File: src/hw/rtl/fslm_pkg.sv
package fslm_pkg;

    localparam int OP_W     = 3;
    localparam int SLOT_W   = 3;
    localparam int SEQ_W    = 32;
    localparam int TIME_W   = 32;
    localparam int LEN_W    = 20;
    localparam int STATUS_W = 2;

    localparam logic [OP_W-1:0] OP_RESERVE = 3'd0;
    localparam logic [OP_W-1:0] OP_CANCEL  = 3'd1;
    localparam logic [OP_W-1:0] OP_PUBLISH = 3'd2;
    localparam logic [OP_W-1:0] OP_ACQUIRE = 3'd3;
    localparam logic [OP_W-1:0] OP_RELEASE = 3'd4;
    localparam logic [OP_W-1:0] OP_DROP    = 3'd5;

    localparam logic [STATUS_W-1:0] ST_DONE     = 2'd0;
    localparam logic [STATUS_W-1:0] ST_NONE     = 2'd1;
    localparam logic [STATUS_W-1:0] ST_BAD_SLOT = 2'd2;

    typedef struct packed {
        logic [OP_W-1:0]   op;
        logic [SLOT_W-1:0] slot;
        logic              stream;
        logic [TIME_W-1:0] timestamp;
    } t_item;

    typedef struct packed {
        logic [STATUS_W-1:0] status;
        logic [SLOT_W-1:0]   out_slot;
        logic                frame_stream;
        logic [SEQ_W-1:0]    frame_sequence;
        logic [TIME_W-1:0]   frame_time;
        logic [LEN_W-1:0]    frame_bytes;
    } t_result;

endpackage

File: src/hw/rtl/fslm_if.sv
interface fslm_item_if;
    import fslm_pkg::*;
    logic  valid;
    logic  ready;
    t_item data;
    modport source (output valid, output data, input ready);
    modport sink (input valid, input data, output ready);
endinterface

interface fslm_result_if;
    import fslm_pkg::*;
    logic    valid;
    logic    ready;
    t_result data;
    modport source (output valid, output data, input ready);
    modport sink (input valid, input data, output ready);
endinterface

interface fslm_cfg_if;
    import fslm_pkg::*;
    logic             valid;
    logic             ready;
    logic [LEN_W-1:0] data;
    modport source (output valid, output data, input ready);
    modport sink (input valid, input data, output ready);
endinterface

File: src/hw/rtl/fslm_core.sv
module fslm_core #(
    parameter int FRAME_SLOTS = 3,
    parameter int READER_BITS = 8
) (
    input  logic                       i_clk,
    input  logic                       i_rst_n,
    input  logic                       i_en,
    input  fslm_pkg::t_item            i_item,
    input  logic [fslm_pkg::LEN_W-1:0] i_frame_length,
    output fslm_pkg::t_result          o_result
);
    import fslm_pkg::*;

    logic [SEQ_W-1:0]       r_slot_seq  [FRAME_SLOTS];
    logic [SEQ_W-1:0]       n_slot_seq  [FRAME_SLOTS];
    logic [TIME_W-1:0]      r_slot_time [FRAME_SLOTS];
    logic [TIME_W-1:0]      n_slot_time [FRAME_SLOTS];
    logic [LEN_W-1:0]       r_slot_len  [FRAME_SLOTS];
    logic [LEN_W-1:0]       n_slot_len  [FRAME_SLOTS];
    logic [READER_BITS-1:0] r_readers   [FRAME_SLOTS];
    logic [READER_BITS-1:0] n_readers   [FRAME_SLOTS];
    logic [FRAME_SLOTS-1:0] r_slot_kind, n_slot_kind;
    logic [FRAME_SLOTS-1:0] r_slot_valid, n_slot_valid;
    logic [FRAME_SLOTS-1:0] r_writing, n_writing;
    logic                   r_pub_valid, n_pub_valid;
    logic [SLOT_W-1:0]      r_pub_index, n_pub_index;
    logic [SEQ_W-1:0]       r_stream_seq [2];
    logic [SEQ_W-1:0]       n_stream_seq [2];

    logic [FRAME_SLOTS-1:0] is_pub, sel, free, res_onehot;
    logic [SLOT_W-1:0]      res_idx;
    logic                   res_found, slot_ok, acq_ok;
    logic                   pub_flag, pub_writing, pub_kind;
    logic [READER_BITS-1:0] pub_readers;
    logic [SEQ_W-1:0]       pub_seq, seq_next;
    logic [TIME_W-1:0]      pub_time;
    logic [LEN_W-1:0]       pub_len;

    // per-slot decode and one-hot read of the published slot
    always_comb begin
        pub_flag    = 1'b0;
        pub_writing = 1'b0;
        pub_kind    = 1'b0;
        pub_readers = '0;
        pub_seq     = '0;
        pub_time    = '0;
        pub_len     = '0;
        res_onehot  = '0;
        res_idx     = '0;
        for (int i = 0; i < FRAME_SLOTS; i++) begin
            is_pub[i] = r_pub_valid && (r_pub_index == SLOT_W'(i));
            sel[i]    = (i_item.slot == SLOT_W'(i));
            free[i]   = !is_pub[i] && (r_readers[i] == '0) && !r_writing[i];
            pub_flag    = pub_flag | (is_pub[i] & r_slot_valid[i]);
            pub_writing = pub_writing | (is_pub[i] & r_writing[i]);
            pub_kind    = pub_kind | (is_pub[i] & r_slot_kind[i]);
            pub_readers = pub_readers | ({READER_BITS{is_pub[i]}} & r_readers[i]);
            pub_seq     = pub_seq | ({SEQ_W{is_pub[i]}} & r_slot_seq[i]);
            pub_time    = pub_time | ({TIME_W{is_pub[i]}} & r_slot_time[i]);
            pub_len     = pub_len | ({LEN_W{is_pub[i]}} & r_slot_len[i]);
        end
        // lowest free slot wins
        for (int i = FRAME_SLOTS - 1; i >= 0; i--) begin
            if (free[i]) begin
                res_onehot    = '0;
                res_onehot[i] = 1'b1;
                res_idx       = SLOT_W'(i);
            end
        end
        res_found = |free;
        slot_ok   = ({1'b0, i_item.slot} < (SLOT_W + 1)'(FRAME_SLOTS));
        acq_ok    = r_pub_valid && pub_flag && !pub_writing
                    && (pub_kind == i_item.stream) && (pub_readers != '1);
        seq_next  = r_stream_seq[i_item.stream] + SEQ_W'(1);
    end

    always_comb begin
        n_slot_seq   = r_slot_seq;
        n_slot_time  = r_slot_time;
        n_slot_len   = r_slot_len;
        n_readers    = r_readers;
        n_slot_kind  = r_slot_kind;
        n_slot_valid = r_slot_valid;
        n_writing    = r_writing;
        n_pub_valid  = r_pub_valid;
        n_pub_index  = r_pub_index;
        n_stream_seq = r_stream_seq;
        o_result     = '0;
        case (i_item.op)
            OP_RESERVE: begin
                if (res_found) begin
                    n_writing         = r_writing | res_onehot;
                    o_result.out_slot = res_idx;
                end else begin
                    o_result.status = ST_NONE;
                end
            end
            OP_CANCEL: begin
                if (!slot_ok) begin
                    o_result.status = ST_BAD_SLOT;
                end else begin
                    n_writing = r_writing & ~sel;
                end
            end
            OP_PUBLISH: begin
                if (!slot_ok) begin
                    o_result.status = ST_BAD_SLOT;
                end else begin
                    n_stream_seq[i_item.stream] = seq_next;
                    for (int i = 0; i < FRAME_SLOTS; i++) begin
                        if (sel[i]) begin
                            n_slot_seq[i]  = seq_next;
                            n_slot_time[i] = i_item.timestamp;
                            n_slot_len[i]  = i_frame_length;
                        end
                    end
                    n_slot_kind  = (r_slot_kind & ~sel) | ({FRAME_SLOTS{i_item.stream}} & sel);
                    n_slot_valid = r_slot_valid | sel;
                    n_writing    = r_writing & ~sel;
                    n_pub_valid  = 1'b1;
                    n_pub_index  = i_item.slot;
                end
            end
            OP_ACQUIRE: begin
                if (acq_ok) begin
                    for (int i = 0; i < FRAME_SLOTS; i++) begin
                        if (is_pub[i]) begin
                            n_readers[i] = r_readers[i] + READER_BITS'(1);
                        end
                    end
                    o_result.out_slot       = r_pub_index;
                    o_result.frame_stream   = pub_kind;
                    o_result.frame_sequence = pub_seq;
                    o_result.frame_time     = pub_time;
                    o_result.frame_bytes    = pub_len;
                end else begin
                    o_result.status = ST_NONE;
                end
            end
            OP_RELEASE: begin
                if (!slot_ok) begin
                    o_result.status = ST_BAD_SLOT;
                end else begin
                    for (int i = 0; i < FRAME_SLOTS; i++) begin
                        if (sel[i] && (r_readers[i] != '0)) begin
                            n_readers[i] = r_readers[i] - READER_BITS'(1);
                        end
                    end
                end
            end
            OP_DROP: begin
                n_pub_valid = 1'b0;
            end
            default: begin
            end
        endcase
    end

    always_ff @(posedge i_clk) begin
        if (!i_rst_n) begin
            r_slot_valid <= '0;
            r_writing    <= '0;
            r_pub_valid  <= 1'b0;
            r_pub_index  <= '0;
            for (int i = 0; i < FRAME_SLOTS; i++) begin
                r_readers[i] <= '0;
            end
            r_stream_seq[0] <= '0;
            r_stream_seq[1] <= '0;
        end else if (i_en) begin
            r_slot_valid <= n_slot_valid;
            r_writing    <= n_writing;
            r_pub_valid  <= n_pub_valid;
            r_pub_index  <= n_pub_index;
            r_readers    <= n_readers;
            r_stream_seq <= n_stream_seq;
        end
    end

    // metadata is only read behind a set valid flag
    always_ff @(posedge i_clk) begin
        if (i_en) begin
            r_slot_seq  <= n_slot_seq;
            r_slot_time <= n_slot_time;
            r_slot_len  <= n_slot_len;
            r_slot_kind <= n_slot_kind;
        end
    end

endmodule

File: src/hw/rtl/frame_slot_lease_manager.sv
// Frame slot lease manager: one writer and many readers share FRAME_SLOTS
// frame buffers. Each transfer on i_item carries one operation and yields
// exactly one transfer on o_result. One operation is taken every cycle while
// o_result keeps up. An operation waits in the input register while the slot
// flag table is decoded, then moves into the result register as the table is
// updated. With o_result always ready, an operation passes the input register
// and then the result register, and its result is offered and transferred. A
// stalled result holds the input register, so at most two operations are
// inside. Each operation sees the slot table as every earlier operation left
// it. frame_length on i_cfg is stored with each publish; write it only when
// no operation is in flight.
module frame_slot_lease_manager #(
    parameter int FRAME_SLOTS = 3,
    parameter int READER_BITS = 8
) (
    input  logic          i_clk,
    input  logic          i_rst_n,
    fslm_item_if.sink     i_item,
    fslm_result_if.source o_result,
    fslm_cfg_if.sink      i_cfg
);
    import fslm_pkg::*;

    logic [LEN_W-1:0] r_frame_length;
    logic             r_in_valid;
    t_item            r_in;
    logic             r_out_valid;
    t_result          r_out;
    t_result          w_result;
    logic             w_advance;

    assign w_advance      = r_in_valid && (!r_out_valid || o_result.ready);
    assign i_item.ready   = !r_in_valid || w_advance;
    assign i_cfg.ready    = 1'b1;
    assign o_result.valid = r_out_valid;
    assign o_result.data  = r_out;

    fslm_core #(
        .FRAME_SLOTS (FRAME_SLOTS),
        .READER_BITS (READER_BITS)
    ) u_core (
        .i_clk          (i_clk),
        .i_rst_n        (i_rst_n),
        .i_en           (w_advance),
        .i_item         (r_in),
        .i_frame_length (r_frame_length),
        .o_result       (w_result)
    );

    always_ff @(posedge i_clk) begin
        if (!i_rst_n) begin
            r_frame_length <= '0;
            r_in_valid     <= 1'b0;
            r_out_valid    <= 1'b0;
        end else begin
            if (i_cfg.valid) begin
                r_frame_length <= i_cfg.data;
            end
            if (i_item.valid && i_item.ready) begin
                r_in_valid <= 1'b1;
            end else if (w_advance) begin
                r_in_valid <= 1'b0;
            end
            if (w_advance) begin
                r_out_valid <= 1'b1;
            end else if (o_result.ready) begin
                r_out_valid <= 1'b0;
            end
        end
    end

    always_ff @(posedge i_clk) begin
        if (i_item.valid && i_item.ready) begin
            r_in <= i_item.data;
        end
        if (w_advance) begin
            r_out <= w_result;
        end
    end

endmodule

File: src/flat_wrapper.sv
// flat-port wrapper written by rule: the top's interface ports become plain ports
module frame_slot_lease_manager_flat import fslm_pkg::*;
#(
    parameter int FRAME_SLOTS = 3,
    parameter int READER_BITS = 8
)
  (i_clk, i_rst_n, i_item_valid, i_item_data, i_item_ready, o_result_valid, o_result_data, o_result_ready, i_cfg_valid, i_cfg_data, i_cfg_ready);
  fslm_item_if i_item_i ();
  fslm_result_if o_result_i ();
  fslm_cfg_if i_cfg_i ();
  input  logic i_clk;
  input  logic i_rst_n;
  input wire logic [$bits(i_item_i.valid)-1:0] i_item_valid;
  input wire logic [$bits(i_item_i.data)-1:0] i_item_data;
  output wire logic [$bits(i_item_i.ready)-1:0] i_item_ready;
  output wire logic [$bits(o_result_i.valid)-1:0] o_result_valid;
  output wire logic [$bits(o_result_i.data)-1:0] o_result_data;
  input wire logic [$bits(o_result_i.ready)-1:0] o_result_ready;
  input wire logic [$bits(i_cfg_i.valid)-1:0] i_cfg_valid;
  input wire logic [$bits(i_cfg_i.data)-1:0] i_cfg_data;
  output wire logic [$bits(i_cfg_i.ready)-1:0] i_cfg_ready;
  assign i_item_i.valid = i_item_valid;
  assign i_item_i.data = i_item_data;
  assign i_item_ready = i_item_i.ready;
  assign o_result_valid = o_result_i.valid;
  assign o_result_data = o_result_i.data;
  assign o_result_i.ready = o_result_ready;
  assign i_cfg_i.valid = i_cfg_valid;
  assign i_cfg_i.data = i_cfg_data;
  assign i_cfg_ready = i_cfg_i.ready;
  frame_slot_lease_manager #(.FRAME_SLOTS(FRAME_SLOTS), .READER_BITS(READER_BITS)) u_core (.i_clk(i_clk), .i_rst_n(i_rst_n), .i_item(i_item_i), .o_result(o_result_i), .i_cfg(i_cfg_i));
endmodule
File: config.mk
export PLATFORM = sky130hd
export DESIGN_NAME = frame_slot_lease_manager_flat
export DESIGN_NICKNAME = d
export VERILOG_FILES = /design/src/hw/rtl/fslm_pkg.sv /design/src/hw/rtl/fslm_if.sv /design/src/hw/rtl/fslm_core.sv /design/src/hw/rtl/frame_slot_lease_manager.sv /design/src/flat_wrapper.sv
export SDC_FILE = /design/constraint.sdc
export NUM_CORES = 1
export LEC_CHECK = 0
export ABC_AREA = 0
export BUFFER_PORTS_ARGS = -buffer_cell sky130_fd_sc_hd__buf_4
export CAP_MARGIN = 10
export CORE_AREA = 2 2 246 248
export CTS_CLUSTER_SIZE = 14
export DETAILED_ROUTE_END_ITERATION = 10
export DIE_AREA = 0 0 248 250
export MAX_ROUTING_LAYER = met4
export SLEW_MARGIN = 0
export SYNTH_ARGS = -nofsm -noshare
export SYNTH_HDL_FRONTEND = slang
export SYNTH_HIERARCHICAL = 1
export SYNTH_SLANG_ARGS = --single-unit
File: constraint.sdc
create_clock -name i_clk -period 14.5 [get_ports i_clk]
set_clock_uncertainty 0.2 [all_clocks]
set_input_delay 1.45 -clock i_clk [delete_from_list [all_inputs] [get_ports i_clk]]
set_output_delay 1.45 -clock i_clk [all_outputs]
set_load 0.1 [all_outputs]
Word level (Yosys, flattened, before mapping)
Cells that the tools add are included.

storage, ports and cells
  logic and storage cells = 201
  bits in registers = 504
  bits of input ports = 64

operators by class
  mux-type cells = 37
  bitwise operators = 43
  $lt $le $gt $ge = 3
  equal/unequal tests = 22
  add/subtract/negate cells = 7
  reductions and logical operators = 57

operators by type and width
  cell                                              count
  bitwise AND 32 bit                                6
  two-way mux 32 bit                                4
  bitwise OR 32 bit                                 4
  two-way mux 88 bit                                1
  bitwise mux 64 bit                                1
  bitwise AND 20 bit                                3
  two-way mux 24 bit                                2
  two-way mux 8 bit                                 6
  one-hot mux 24 bit (2 select lines)               1
  bitwise OR 20 bit                                 2
  adder 32 x 1 -> 32 bit, second input constant     1
  demux 32 bit (select 1 bit)                       1
  adder 8 x 1 -> 8 bit, second input constant       3
  bitwise AND 8 bit                                 3
  zero test 8 bit                                   3
  nonzero test 8 bit                                3
  subtractor 8 x 1 -> 8 bit, second input constant  3
  inequality test 2 bit, second input constant      10
  logical AND 1 bit                                 19
  AND reduction 6 bit                               3
  bitwise OR 8 bit                                  2
  AND reduction 4 bit                               4
  two-way mux 3 bit                                 5
  == test 3 x 2 -> 1 bit, second input constant     4
  other kinds (27)                                  75

Logic depth before layout (Yosys ltp)
  depth after elaboration = 11
  depth in mapped cells = 15

Modules after synthesis
The synthesis kept the hierarchy.

modules (own cells, without submodules)
  module                    area an instance (sq um)  seq. area each (sq um)  times used  cells an instance
  fslm_core                 15,932.8                  9,619.2                 1           1,342
  frame_slot_lease_manager  4,724.5                   4,314.1                 1           204

Worst setup path before layout
Ideal clock, no wire load.

  kind = input to register
  start point = in o_result_ready
  end point = reg u_core/u_core/r_slot_len[20] (netlist bit), enable pin
  buffers on the path = 1
  stages = 5
  setup slack = 4.010 ns
  setup time = 0.530 ns
  data arrival time = 9.759 ns
  data required time = 13.770 ns
  cells stage by stage = nor2b_1 nor2b_1 nand4bb_1 clkbuf_1 nor2_1

between the ends
  longest elaborated chain between the ends = 3

RTL lines
  what                           line                            RTL
  start: declaration             flat_wrapper.sv:18              input wire logic [$bits(o_result_i.ready)-1:0] o_result_ready;
  logical OR 1 bit               frame_slot_lease_manager.sv:32  assign w_advance = r_in_valid && (!r_out_valid || o_result.ready);
  logical AND 1 bit              frame_slot_lease_manager.sv:32
  net u_core.w_advance           frame_slot_lease_manager.sv:30  logic w_advance;
  AND reduction 4 bit (no line)  -
  end signal: assignment         fslm_core.sv:185                r_slot_len <= n_slot_len;
  end: declaration               fslm_core.sv:18                 logic [LEN_W-1:0] r_slot_len [FRAME_SLOTS];

The timed path passes the listed nets, and every way through them passes these cells.
A chain may end at the register's enable or synchronous reset.

Final worst setup path
  start point = in o_result_ready
  end point = reg u_core/u_core/r_slot_time[84] (netlist bit), enable pin

between the ends
  longest elaborated chain between the ends = 3

RTL lines
  what                           line                            RTL
  logical OR 1 bit               frame_slot_lease_manager.sv:32
  logical AND 1 bit              frame_slot_lease_manager.sv:32
  net u_core.w_advance           frame_slot_lease_manager.sv:30
  AND reduction 4 bit (no line)  -
  end signal: assignment         fslm_core.sv:184                r_slot_time <= n_slot_time;
  end: declaration               fslm_core.sv:16                 logic [TIME_W-1:0] r_slot_time [FRAME_SLOTS];

The timed path passes the listed nets, and every way through them passes these cells.

==> impl_metrics.tcl <==
set metrics [dict create \
    crit_type "input port to flip-flop" \
    wl_met1_mm 20.6 \
    grt_max_degree 85 \
    chipHeight_um 250 \
    io-pin-count 157 \
    synth_edf_count 384 \
    antennaDiodeCount 0 \
    synthTopCellsByArea "edfxtp_1 (56%), dfxtp_1 (12%), a222oi_1 (4.1%)" \
    setup_tns_ps 0 \
    cts_hold_buf 0 \
    yosysSeqAreaShare_pct 67.5 \
    grt_pass1_vias 12776 \
    postRouteAntennaNets 0 \
    async_flop_share_pct 0 \
    routedWlPerCell_um 19.1 \
    antenna_found_initial 0 \
    nets 1760 \
    synth_commonest_cells "edfxtp_1 (384), nor2_1 (174), dfxtp_1 (120), nand2_1 (96), a222oi_1 (85)" \
    syn_area_sq_mm 0.0207 \
    whs_ps 269 \
    synth_cell_types 81 \
    dieWidth_um 248 \
    ys_seq_elements 504 \
    status "finished clean" \
    io_buffers 155 \
    rsz0062_at_grt "false" \
    gp_congestion 0.844 \
    via_per_inst 5.30 \
    report.final.hold_viol_count 0 \
    top_layer "met4" \
    drt-pass1-iter-count 9 \
    numCtsBuffers 50 \
    startpoint_type "input port" \
    cts_root_buffer "clkbuf_16" \
    avgSynthCellArea_sq_um 13.4 \
    tritoncts "yes" \
    hpwl_mm 28.8 \
    synth_top_area_share_pct 55.8 \
    end_kind "flip-flop" \
    tightest_slew_ps 1230 \
    dieArea_sq_mm 0.0620 \
    p_leak_nw 7.99 \
    drt-total-wl_mm 47.6 \
    grt_usage_pct 15.4 \
    vias 13217 \
    num_rows 90 \
    final_max_slew_viol_count 0 \
    syn_nets 1632 \
    post-cts-setup-buffers 0 \
    drive_above_1_share_pct 16.7 \
    initial_core_util_pct 34.7 \
    grt_pass1_wl_mm 73.1 \
    slew_headroom_pct 17.6 \
    ys_warn_count 6 \
    clock.fmax_ghz 0.216 \
    h-tree-depth 2 \
    clk_pin_slew_ps 60 \
    yosys.cell_count.top_type "edfxtp_1" \
    syn_inst 1546 \
    worstPathMaxFanout 55 \
    dr_wl_met3_mm 2.53 \
    syn_to_final_growth_pct 17.0 \
    cts.sinks 504 \
    wl_met2_mm 23.6 \
    cts_resized 0 \
    drtIter0Drc 1167 \
    grt_overflow 0 \
    fin_crit_ps 4640 \
    ir_drop_mv 0.141 \
    p_per_area_mw_per_mm2 126 \
    hp-class "flip-flop to flip-flop" \
    drcViolationCount 0 \
    setup_viol_count_final 0 \
    ctsLongestPathBuffers 3 \
    core_sq_mm 0.0596 \
    cp.required_ps 14500 \
    fin_crit_sh_pct 32.0 \
    yosys.area.top_type "edfxtp_1" \
    ys.flop_type "edfxtp_1" \
    arrival_ps 4640 \
    max_cap_viol_count 0 \
    clk_latency_ps 580 \
]
==> sequential cells by signal, summed over array words and instances (netlist names), named ones only <==
register,flops
u_core/u_core/r_pub_index,3
u_core/u_core/r_readers,24
u_core/r_frame_length,20
u_core/o_result.valid,1
u_core/u_core/r_stream_seq,64
u_core/u_core/r_writing,3
u_core/u_core/r_slot_len,60
u_core/r_in_valid,1
u_core/o_result.data,90
u_core/u_core/r_slot_time,96
u_core/u_core/r_slot_seq,96
u_core/r_in,39
u_core/u_core/r_pub_valid,1
u_core/u_core/r_slot_valid,3
==> power breakdown <==
group / internal, W / total (W) / leakage, nW / switching [W]
Combinational: 0.0000421 / 0.000174 / 2.56 / 0.000132
Clock: 0.000738 / 0.00127 / 0.791 / 0.000533
Sequential: 0.00157 / 0.00159 / 4.64 / 0.0000164
==> cells in the final DEF, fill, tap and decap left out, types with 5 or more instances in the layout <==
cell       synthesis  routed
o21ai_0           28      28
a31oi_1            7       7
nand2_1           96      96
or3_1             16      15
nand4_1           21      21
clkinv_1           0       8
a21oi_1           49      48
dfxtp_1          120     120
xor2_1            40      40
nor3_1            20      20
nand2b_1           8       8
clkbuf_1          62       7
nor2_1           174     170
clkinv_2           0      13
clkbuf_16          0      51
a211oi_1           5       5
buf_4              3     174
o21a_1             8       8
o2111ai_1          6       6
bufinv_16          0       5
nor2b_1           30      29
o311ai_0           6       6
ha_1              19      19
xnor2_1           29      29
o211ai_1          11      11
o311ai_1           8       8
and2_1             5       5
a32oi_1           10      10
or4_1             10      10
nor4_1            11      11
a222oi_1          85      85
edfxtp_1         384     384
nand3b_1          18      18
mux2i_1           60      60
inv_1             23      22
nand3_1           52      52
==> final cells by class <==
type,count,area [sq um]
clock buffers,59,1320
inverters,23,86.3
well taps,782,978
multi-input cells,920,6240
fillers,5477,35400
clock inverters,33,302
repair buffers,175,1310
flip-flops and latches,504,13900
==> layer usage <==
layer  vias to the layer above  global-route usage (%)
li1                       6237                       -
met1                      6559                    19.7
met2                       361                    25.2
met3                        60                    2.46
met4                         0                    4.35
met5                         -                       -
==> through the flow <==
stage / area [sq um] / util [%] / std cells / total power, W / setup WS (ps)
2_1_floorplan: 20700 / - / 1546 / 0.00174 / 4010
3_3_place_gp: 22500 / 37.8 / 2403 / 0.00179 / 9210
3_5_place_dp: 22500 / 37.8 / 2403 / 0.00179 / 9140
4_1_cts: 24200 / 40.6 / 2495 / 0.00307 / 9760
5_1_grt: 24200 / 40.6 / 2496 / 0.00313 / 9520
6_report: 24200 / 40.6 / 2496 / 0.00303 / 9860
==> cells by family after synthesis <==
| kind of cell | synth area share, % |
|---|---|
| buf+inv | 2.72 |
| fa+ha+maj | 1.49 |
| compound gates | 10.1 |
| simple gates | 12.1 |
| mux | 3.13 |
| flops | 67.5 |
| other cells | 0.0364 |
| xor+xnor | 2.93 |
==> worst paths after layout <==
kind / startpoint / to / slack (ps) / cells after the start
worst min-delay path: u_core/r_in[31] / u_core/u_core/r_slot_time[31] / 270 / 0
worst max-delay path: o_result_ready / u_core/u_core/r_slot_time[84] / 9860 / 7
worst min register to register: u_core/r_in[31] / u_core/u_core/r_slot_time[31] / 270 / 0
worst max register to register: u_core/r_in[32] / u_core/u_core/r_slot_seq[16] / 10120 / 10
==> critical path: stages <==
cell       delay (ps)
buf_4              80
nor2b_1            90
nor2b_4           110
buf_4             520
nand4bb_1         560
nor2_4            980
buf_4             770
Power figures use the tool's default switching activity.
